$ cat config.mk
export PLATFORM = sky130hd
export DESIGN_NAME = sms_bank
export DESIGN_NICKNAME = d
export VERILOG_FILES = /design/src/rtl/sms_pkg.sv /design/src/rtl/sms_bank.sv
export SDC_FILE = /design/constraint.sdc
export NUM_CORES = 2
export LEC_CHECK = 0
export CAP_MARGIN = 0
export CORE_MARGIN = 1
export CORE_UTILIZATION = 44
export DETAILED_ROUTE_END_ITERATION = 7
export DONT_BUFFER_PORTS = 1
export GPL_TIMING_DRIVEN = 0
export PLACE_DENSITY = 0.65
export SYNTH_ARGS = -nofsm -noshare
export SYNTH_HDL_FRONTEND = slang
export SYNTH_SLANG_ARGS = --single-unit
$ cat constraint.sdc
create_clock -name clk -period 6 [get_ports clk]
set_input_delay 1.5 -clock clk [delete_from_list [all_inputs] [get_ports clk]]
set_output_delay 1.5 -clock clk [all_outputs]
set_load 0.05 [all_outputs]
$ cat src/rtl/sms_pkg.sv
// Types shared by the merge sorter modules.
package sms_pkg;

    localparam int KEY_W = 24;
    localparam int TAG_W = 16;

    typedef struct packed {
        logic [KEY_W-1:0] freq_key;
        logic [TAG_W-1:0] tag;
        logic             last;
    } sms_in_t;

    typedef struct packed {
        logic [KEY_W-1:0] out_key;
        logic [TAG_W-1:0] out_tag;
        logic             out_last;
        logic             overflow;
    } sms_out_t;

    // One stored record: key above tag.
    typedef struct packed {
        logic [KEY_W-1:0] key;
        logic [TAG_W-1:0] tag;
    } sms_rec_t;

endpackage

$ cat src/rtl/sms_bank.sv
// Record memory: one write port, two registered read ports.
module sms_bank
    import sms_pkg::*;
#(
    parameter int AW = 6
)
(
    input  logic          clk,
    input  logic          we,
    input  logic [AW-1:0] waddr,
    input  sms_rec_t      wdata,
    input  logic [AW-1:0] raddr_a,
    input  logic [AW-1:0] raddr_b,
    output sms_rec_t      rdata_a,
    output sms_rec_t      rdata_b
);

    localparam int DEPTH = 1 << AW;

    sms_rec_t mem [DEPTH];
    sms_rec_t rdata_a_reg;
    sms_rec_t rdata_b_reg;

    always_ff @(posedge clk)
    begin
        if (we)
        begin
            mem[waddr] <= wdata;
        end
        rdata_a_reg <= mem[raddr_a];
        rdata_b_reg <= mem[raddr_b];
    end

    assign rdata_a = rdata_a_reg;
    assign rdata_b = rdata_b_reg;

endmodule

==> key figures <==
Outcome
  – Status: finished, violations left
  – Failing checks: max-capacitance violations, max-slew violations, negative setup slack

Clock tree
  – TritonCTS clock tree: built
  – Post-CTS setup buffers: 0
  – CTS sink count: 2,640
  – Clk_lat worst skew: roughly 1.0 ns
  – Clk buf depth: 4
  – CTS buffer count: 291
  – Root buf cell: clkbuf_16
  – CTS H-tree depth: 5
  – Clk slew on worst S/H paths: 0.06 ns

Worst setup path
  – Worst reg2reg path depth: 4
  – Worst Path Max Fanout: 10
  – Crit end category: flip-flop
  – Setup CP Type: input port to flip-flop
  – Worst R2R Setup Slack: roughly 2.2 ns
  – Worst flop-to-flop path startpoint: mem[15][3]
  – Critical path data required time: about 6.8 ns
  – FF-to-FF End: rdata_a[3]
  – CP Launch Point: raddr_b[3]
  – CP Capture Point: rdata_b[15]
  – Crit start category: input port
  – WP data arrival: 7.06 ns

Final layout
  – Fill cell count: 21,200
  – Layout cells sized above 1: between 30% and 40%
  – Final #Nets: around 6,000
  – Area Overhead vs Synth: 14.7%
  – Largest register FFs: around 2,600
  – Post-layout instance area: roughly 140,000 sq um

Die
  – FP Rows: 190
  – Die area: 274,000 sq um
  – Starting Density: between 40 and 50%
  – Die width: ~520 um
  – Die height: 523 um
  – Core ar.: 269,000 sq um
  – # IOs: 140

Synth
  – #FFs+latches synth: 2,640
  – Synth Instances: 5,502
  – Sequential share of the synthesized area: 65.7%
  – Number of synthesized flops with an enable pin: roughly 2,600
  – Synth area leaders: edfxtp_1, mux4_2, mux2i_1, dfxtp_1, buf_2
  – Post-synth cell types: 37
  – Post-Syn Area: 120,000 sq um
  – Synthesized area per cell: approximately 22 sq um
  – Syn nets: between 5,000 and 6,000
  – Largest area contributor in the netlist: edfxtp_1
  – Asr flop ratio synth: 0%
  – YS warnings: 0
  – Dominant synthesized flop cell: edfxtp_1
  – Synth top area share: around 64%

GRT
  – Initial antenna violation count: 54
  – First-pass GRT wire length: 646 mm
  – Total gr overflow: 0
  – Pin count of the biggest net entering global routing: between 60 and 70
  – Gr usage total: 36.3%
  – Vias in the first global route: 69,700

Drt
  – Via density per instance: 7.44
  – Via count: about 73,000
  – Remaining DRCs: 0
  – DRT iter0 DRCs: 15,000
  – Number of routed nets with antenna violations: 0
  – Total wire length: between 400 and 500 mm
  – Average routed wire per standard cell: between 50 and 60 um
  – Drt first pass iters: 6

Timing
  – Slack of the critical path: -0.292 ns
  – Relative slew slack: -24.8%
  – F_max: about 160 MHz
  – Worst-margin pin slew: 1.87 ns
  – Final period utilization: 105%
  – RSZ-0062 raised after global routing: false
  – Final Hold Fails: 0
  – Max-slew violations: about 150
  – Final Skew: 0.0814 ns
  – Setup Viol. Count Final: 8
  – Min Tclk post-route: between 6 and 7 ns

Placement
  – HPWL after DPL: 340 mm
  – Final Wtd Congestion: about 1.0
  – Cell Area, Placed: approximately 130,000 sq um
  – Setup WS pre-CTS: -1.01 ns
  – Port buffer count: 0

Power and ir drop
  – LEAKAGE: between 40 and 50 nW
  – Cell area power density: about 310 nW/um^2
  – Worst VDD drop: between 0.0002 and 0.0003 V

Flow run
  – MaxCap Viol Count: 19

Min path
  – Hold Crit Class: input port to flip-flop
cells in the mapped netlist, drive strengths merged (31+ instances only):
library cell  instances
a32oi                31
dfxtp                80
mux4               1436
nor2b                36
mux2                 70
nand3                36
nand2               197
a22oi                32
clkbuf              174
o211ai               35
nor2                115
buf                 262
mux2i               192
o22ai                35
a21oi                73
edfxtp             2560
stage by stage:
step	hold WS (ns)	util, %	setup TNS [ns]	std cells	total power, mW
after global routing	0.588	50.9	0	9736	43.2
after floorplan	0.683	-	0	5502	23.1
after detailed placement	0.965	47.3	-26.57	9193	24.8
after CTS	0.600	50.8	0	9708	42.4
after global placement	0.976	46.1	-3769.72	9054	24.8
final	0.595	50.9	-0.885	9761	42.6
power breakdown:
part / total, mW / switching (mW) / internal, mW
logic: 3.91 / 2.56 / 1.35
clock network: 18.0 / 7.90 / 10.1
registers: 20.8 / 0.362 / 20.4
total: 42.6 / 10.8 / 31.8
worst min-delay path by stage:
stage / from / to / cells past startpoint
global placement: mem[26][26] / rdata_a[26] / 4
global route: wdata[4] / mem[41][4] / 0
detailed placement: mem[44][10] / rdata_b[10] / 5
CTS: wdata[18] / mem[43][18] / 0
finish: wdata[18] / mem[44][18] / 0
floorplan: mem[60][10] / rdata_a[10] / 4
layer usage:
metal	vias to the layer above	share of wire (%)	track usage, %
met5	-	0.13	1.70
met4	16	9.4	27.8
met3	1653	16	14.8
met2	7273	43	51.3
met1	38400	32	44.4
li1	25200	-	-
critical path: stages:
cell and delay, ns:
clkbuf_1 0.67, buf_2 0.75, clkbuf_1 0.73, clkbuf_2 0.69, clkbuf_1 0.94, o21ai_0 0.68, o211ai_1 1.03
layout make-up:
cell class                      count  area [sq um]  share of cell area [%]
Antenna cell                       41           103                  0.0749
Buffer                            436          2090                    1.53
Clock buffer                      353          7610                    5.55
Clock inverter                    162          1720                    1.26
Inverter                            1          3.75                 0.00274
Multi-Input combinational cell   2425         39500                    28.9
Sequential cell                  2640         78500                    57.3
Tap cell                         3552          4440                    3.24
Timing Repair Buffer              151          3070                    2.24
repair_timing:
action,in CTS,in global routing
resized for setup,1,1
endpoints found under the setup margin,2,1
pin swaps,0,0
hold buffers,0,0
kinds of logic after synthesis:
logic type,count (synthesis),synth area share (%)
compound gates,316,1.85
buf+inv,437,1.71
flops,2640,65.7
mux,1698,29.3
simple gates,411,1.46
cell usage in the layout, fill, tap and decap left out, types with 10 or more instances in the layout:
cell type	n
a22oi_1	30
o22ai_1	27
buf_2	185
dfxtp_1	80
clkbuf_1	204
a31oi_1	10
buf_12	93
edfxtp_1	2560
mux2i_1	192
nor2_4	62
a32oi_1	31
a221o_1	16
o211ai_1	35
buf_4	36
clkbuf_2	27
mux2_2	70
o221ai_1	16
a211oi_1	19
a22o_1	16
clkbuf_16	294
clkinvlp_4	14
nand3_1	36
buf_16	33
nor2_1	53
clkinv_1	56
buf_1	33
mux4_2	1436
o21ai_0	22
nand2_1	197
diode_2	41
bufinv_16	21
clkinv_2	37
buf_6	26
nor2b_1	36
a21oi_1	73
No activity file was read; power rests on OpenSTA's default activity.
