--- config.mk ---
export PLATFORM = sky130hd
export DESIGN_NAME = sms_pick
export DESIGN_NICKNAME = d
export VERILOG_FILES = /design/src/rtl/sms_pkg.sv /design/src/rtl/sms_pick.sv
export SDC_FILE = /design/constraint.sdc
export NUM_CORES = 1
export LEC_CHECK = 0
export ABC_AREA = 1
export BUFFER_PORTS_ARGS = -buffer_cell sky130_fd_sc_hd__buf_2
export CORE_MARGIN = 1.5
export CORE_UTILIZATION = 35
export DETAILED_ROUTE_END_ITERATION = 10
export PLACE_DENSITY_LB_ADDON = 0.12
export SLEW_MARGIN = 40
export SYNTH_ARGS = -nofsm -noshare
export SYNTH_HDL_FRONTEND = slang
export SYNTH_SLANG_ARGS = --single-unit
export TNS_END_PERCENT = 20
--- constraint.sdc ---
create_clock -name vclk -period 2.57
set_clock_uncertainty 0.15 [all_clocks]
set_input_delay 0.3855 -clock vclk [all_inputs]
set_output_delay 0.3855 -clock vclk [all_outputs]
set_load 0.1 [all_outputs]
--- src/rtl/sms_pkg.sv ---
// Types shared by the merge sorter modules.
package sms_pkg;

    localparam int KEY_W = 24;
    localparam int TAG_W = 16;

    typedef struct packed {
        logic [KEY_W-1:0] freq_key;
        logic [TAG_W-1:0] tag;
        logic             last;
    } sms_in_t;

    typedef struct packed {
        logic [KEY_W-1:0] out_key;
        logic [TAG_W-1:0] out_tag;
        logic             out_last;
        logic             overflow;
    } sms_out_t;

    // One stored record: key above tag.
    typedef struct packed {
        logic [KEY_W-1:0] key;
        logic [TAG_W-1:0] tag;
    } sms_rec_t;

endpackage

--- src/rtl/sms_pick.sv ---
// Merge step: picks the next record from the two run heads.
module sms_pick
    import sms_pkg::*;
#(
    parameter int CW = 7
)
(
    input  sms_rec_t      left,
    input  sms_rec_t      right,
    input  logic [CW-1:0] a,
    input  logic [CW-1:0] mid,
    input  logic [CW-1:0] b,
    input  logic [CW-1:0] hi,
    output logic          take_left,
    output sms_rec_t      pick
);

    // Ties go left, which keeps the sort stable.
    always_comb
    begin
        priority if (a >= mid)
        begin
            take_left = 1'b0;
        end
        else if (b >= hi)
        begin
            take_left = 1'b1;
        end
        else
        begin
            take_left = (left.key >= right.key);
        end
        pick = take_left ? left : right;
    end

endmodule

==> summary.txt, run 1 <==
GRT
  – Largest net degree at the start of global routing: 17
  – Vias in the first global route: 2467
  – First-pass GRT wire length: 10900 um
  – Initial antenna violation count: 0
  – GR Overflow Total: 0
  – Overall global routing resource usage: 0.263

Status
  – Failing checks: negative setup slack
  – Outcome: finished, violations left

Finish
  – Non-Filler Instances: 504
  – Area Growth Syn to Fin: 158%
  – Final Cell Area: 4090 sq um
  – Final Core Density: 0.940
  – FF/Latch Area: 0 sq um
  – Diode count: 0
  – Clkbuf count: 0
  – Layout cells sized above 1: 0.688
  – Nets: 600
  – Seq_cells: 0

Power and ir drop
  – PwrDens: 560 nW/um^2
  – Final Power: 2.29 mW
  – LEAKAGE: 2.17 nW
  – Max VDD drop: 0.000477 V

Placed design
  – Placed Cells: 494
  – RD Place Congestion: 0.842
  – DP Area: 3060 sq um
  – # port buffers: 149
  – Post-DP HPWL: 4920 um

Critical path
  – Crit path launch type: primary input
  – Critical Path Most Common Cell: nand2_4
  – Worst Path Class, Setup: in2out
  – WP data required: 2.03 ns
  – Worst setup EP type: output pin
  – CP max stage delay: 0.32 ns
  – Arrival @ worst endpoint: 2.24 ns
  – Critical Path, Cell by Cell: buf_2 -> inv_1 -> ha_1 -> a21oi_1 -> nand2_1 -> nand2_1 -> nand3_2 -> nor2_4 -> nand2_4 -> nand2_8 -> clkbuf_16 -> nand2_4 -> nand2_4 -> buf_12
  – CP max-delay cell: ha_1
  – Crit Path Max Fanout: 8

Flow run
  – Max Cap Viol: 0

Synthesis
  – Seq/Total Area, Yosys: 0
  – Mapped Cells: 294
  – Top post-synthesis cells by count: nand2_1, inv_1, nand3_1
  – Synth Area in Adders: 0.299
  – Synth Area in Simple Gates: 0.455
  – Mapped Area: 1590 sq um
  – Compound-Gate Fraction of Synth Area: 0.0724
  – Syn_nets: 440
  – Mux cell area share after synthesis: 0
  – Netlist cell types: 22
  – Most frequent cell after synthesis: nand2_1
  – Synth Area in XOR/XNOR: 0
  – Yosys Warn Count: 0
  – Yosys top cell area share: 0.299
  – Top area cells in the synthesized netlist: ha_1, nand2_1, nand3_1
  – Synth area leader: ha_1
  – Main combinational cell family by area after synthesis: simple AND/OR/NAND/NOR gates
  – Avg Inst Size Synth: 5.40 sq um

Floorplanning
  – Die W: 70.4 um
  – Die area: 4950 sq um
  – Initial Utilization: 0.365
  – Core box area: 4350 sq um
  – IO Count: 149
  – Die Ht: 70.4 um
  – Rows: 24

Drt
  – Via Count: 2817
  – Routed wire per std cell: 19.5 um
  – DR pass1 iterations: 5
  – DRT antenna net count: 0
  – Vias/cell: 5.59
  – Post-route DRC: 0
  – Total wire length: 9850 um
  – Initial DRC count: 204

Worst hold path
  – Hold Path Sink: pick[17]
  – Cell depth of the worst hold path: 4
  – HP Class: in2out
  – Hold path startpoint: right[17]

Timing
  – Final setup violating endpoints: 41
  – Fmax: 0.361 GHz
  – RSZ-0062 raised after global routing: true
  – Worst Tran Pin Value: 0.335 ns
  – Crit share post-route: 1.08
  – Min Hold Slack: 0.993 ns
  – Max_slew headroom: 0.774
  – Final Worst Setup Slack: -0.203 ns
  – Max Slew Vio Count: 0
  – Period minus WS final: 2.77 ns
  – Hold Fails Final Rpt: 0

CTS
  – Cts hold-fix bufs: 0
## cells in the final DEF, fill, tap and decap left out, types with 2 or more instances in the layout
master / n
a21boi_1: 2
nor2_4: 3
nand2_2: 50
o21ai_0: 2
a21oi_1: 9
nor2_2: 2
buf_4: 9
inv_4: 4
inv_2: 12
ha_1: 21
buf_2: 93
nor2_1: 3
inv_1: 35
clkbuf_16: 3
nand2_1: 31
nand2_4: 31
nand4_1: 3
buf_8: 5
nand3_2: 11
nand3_4: 2
a21oi_2: 5
ha_4: 17
nand3_1: 31
o21ai_1: 4
buf_12: 48
buf_6: 11
## stage by stage
step | TNS [ns] | setup WS (ns)
after floorplan | -5.22 | -0.167
after detailed placement | -3.85 | -0.143
after CTS | -1.17 | -0.0828
after global routing | -8.11 | -0.268
final | -5.74 | -0.203
after global placement | -2.16 | -0.0815
## routing by layer
metal | track usage | vias to the layer above | part of all wire
met1 | 0.302 | 1284 | 0.35
met3 | 0.0216 | 65 | 0.074
met4 | 0.0470 | 0 | 0.072
met2 | 0.522 | 211 | 0.51
met5 | 0 | - | 0
li1 | - | 1257 | -
## power by group
group | internal [mW] | switching (mW)
combinational | 0.856 | 1.44
clock | 0 | 0
sequential | 0 | 0
total | 0.856 | 1.44
## how the worst max path moves through the flow
stage                     startpoint  endpoint  slack (ns)  cells after the start
after floorplan               mid[1]  pick[18]       -0.17                      9
after global placement     right[23]  pick[32]       -0.08                     17
after detailed placement   right[21]  pick[27]       -0.14                     17
after CTS                   left[23]  pick[11]       -0.08                     18
after global routing       right[38]  pick[16]       -0.27                     14
final                      right[38]  pick[19]       -0.20                     14
## layout make-up
| type | count | area [sq um] |
|---|---|---|
| timing repair buffer | 170 | 1800 |
| tap | 52 | 65.1 |
| multi-input combinational | 231 | 2030 |
| inverter | 51 | 201 |
| fill | 142 | 262 |
## cells by family (layout without fill, tap and decap cells)
family | after synthesis | after routing
AO/OA/AOI/OAI | 22 | 22
AND/OR/NAND/NOR | 171 | 171
adder cells (fa/ha/maj) | 38 | 38
buffers and inverters | 63 | 221
## critical path: cells and delay by family
kind / cells / cell delay [ns]
simple gates: 8 / 0.78
buf+inv: 4 / 0.52
compound gates: 1 / 0.22
fa+ha+maj: 1 / 0.32
## what timing repair did
item | in CTS | in global routing
buffers inserted | 4 | 2
gates cloned | 4 | 3
pin swaps | 16 | 52
setup endpoints to repair | 40 | 41
resized for setup | 82 | 125
Power figures use the tool's default switching activity.
==> inputs of run 2 (changes only) <==
--- a/config.mk
+++ b/config.mk
@@ -7,10 +7,11 @@
 export LEC_CHECK = 0
 export ABC_AREA = 1
 export BUFFER_PORTS_ARGS = -buffer_cell sky130_fd_sc_hd__buf_2
-export CORE_MARGIN = 1.5
+export CORE_MARGIN = 2
 export CORE_UTILIZATION = 35
 export DETAILED_ROUTE_END_ITERATION = 10
 export PLACE_DENSITY_LB_ADDON = 0.12
+export SETUP_SLACK_MARGIN = 0.05
 export SLEW_MARGIN = 40
 export SYNTH_ARGS = -nofsm -noshare
 export SYNTH_HDL_FRONTEND = slang
==> run 2 against run 1 <==
The run still ends with negative setup slack left. Critical path depth increased by 2. Sequential cell count unchanged. Sequential share of layout area unchanged. Critical path type unchanged. Critical endpoint is now pick[12].
==> summary.txt, run 2 (synthesis gave the netlist of run 1 again) <==
Status
  – Outcome: finished, violations left
  – Failing checks: negative setup slack

Finish
  – Nets: 598
  – Most common cell after layout, fill and taps aside: buf_2
  – # fillers: 224
  – Area Growth Syn to Fin: 140%
  – Layout cells sized above 1: 0.624
  – Final Core Density: 0.874
  – Most frequent cells in the layout: buf_2, nand2_2, nand3_1, buf_12, nand2_1
  – FF/Latch Area: 0 sq um
  – Diode count: 0
  – Seq_cells: 0
  – Final Cell Area: 3810 sq um
  – Clkbuf count: 0

Drt
  – Total wire length: 7490 um
  – Via Count: 2584
  – Initial DRC count: 126
  – Vias/cell: 5.15
  – Post-route DRC: 0
  – WL met1: 2820 um
  – Met3 WL post-DR: 564 um
  – DRT antenna net count: 0
  – Met2 WL: 3970 um
  – Routed wire per std cell: 14.9 um
  – DR pass1 iterations: 4
  – Max Used Layer: met4

Timing
  – Fmax: 0.374 GHz
  – Final Worst Setup Slack: -0.101 ns
  – Period minus WS final: 2.67 ns
  – Worst Tran Pin Value: 0.343 ns
  – RSZ-0062 raised after global routing: true
  – Crit share post-route: 1.04
  – Final setup violating endpoints: 40
  – Hold Fails Final Rpt: 0
  – Max Slew Vio Count: 0
  – Setup TNS Final: -2.36 ns
  – Max_slew headroom: 0.769

Floorplanning
  – IO Count: 149
  – Core box area: 4350 sq um
  – Initial Utilization: 0.365
  – Die W: 71.4 um
  – Rows: 24
  – Die area: 5100 sq um
  – Die Ht: 71.4 um

Critical path
  – Arrival @ worst endpoint: 2.14 ns
  – Worst Path Class, Setup: in2out
  – Crit Path Max Fanout: 8
  – WP data required: 2.03 ns
  – Worst setup EP type: output pin
  – Crit path launch type: primary input
  – CP startpoint: right[19]

GRT
  – Largest net degree at the start of global routing: 23
  – Vias in the first global route: 2047
  – Overall global routing resource usage: 0.202
  – Initial antenna violation count: 0
  – First-pass GRT wire length: 8790 um
  – GR Overflow Total: 0

Power and ir drop
  – LEAKAGE: 2.07 nW
  – Final Power: 2.12 mW
  – Max VDD drop: 0.000363 V
  – PwrDens: 557 nW/um^2

Placed design
  – DP Area: 3110 sq um
  – Post-DP HPWL: 4830 um
  – RD Place Congestion: 0.875
  – # port buffers: 149
  – Pre-CTS WS: -0.0629 ns

Worst hold path
  – Hold path startpoint: right[21]
  – HP Class: in2out

Flow run
  – Max Cap Viol: 0

CTS
  – Cts hold-fix bufs: 0
## run 2: cell types whose count changed in the layout (fill, tap and decap cells not counted), moves of 4 or more
cell     before  now
nand2_4      31   21
buf_12       48   44
nand3_2      11    0
nand2_1      31   41
buf_2        93   97
nand3_1      31   44
## run 2: report_power, final
group          switching (mW)  leakage (nW)  total [mW]  internal (mW)
clock                       0             0           0              0
combinational            1.34          2.07        2.12          0.779
sequential                  0             0           0              0
## run 2: final cells by class
class	instances	area [sq um]	area share
Multi-Input combinational cell	231	1860	0.490
Timing Repair Buffer	168	1680	0.441
Inverter	51	199	0.0523
Tap cell	52	65.1	0.0171
## run 2: critical path, stage by stage
cell and delay (ns):
buf_2 0.12, inv_2 0.06, ha_4 0.20, a21oi_1 0.21
nand2_1 0.10, nand2_1 0.06, nand2_1 0.06, nand2_1 0.07
nand2_1 0.06, nand2_2 0.08, nand2_4 0.09, nand2_8 0.14
buf_6 0.14, nand2_1 0.08, nand2_2 0.10, buf_12 0.18
## run 2: path summary, 6_finish.rpt
check  depth (start not counted)  slack (ns)       end
max                           16       -0.10  pick[12]
min                            4        0.98  pick[21]
## run 2: per-stage QoR
stage	cells	hold WS [ns]
after detailed placement	498	0.989
after CTS	498	0.991
after floorplan	294	0.983
after global routing	502	1.01
final	502	0.984
after global placement	498	0.987
## run 2: repair_timing
item	in CTS	in global routing
pin swaps	3	40
cloned	0	4
resized for setup	14	132
setup buffers	0	0
setup endpoints to repair	40	41
## run 2: metal layers
metal	GRT usage	up-vias
met5	0	-
met4	0.0126	0
met3	0.0295	16
met2	0.396	139
met1	0.241	1173
li1	-	1256
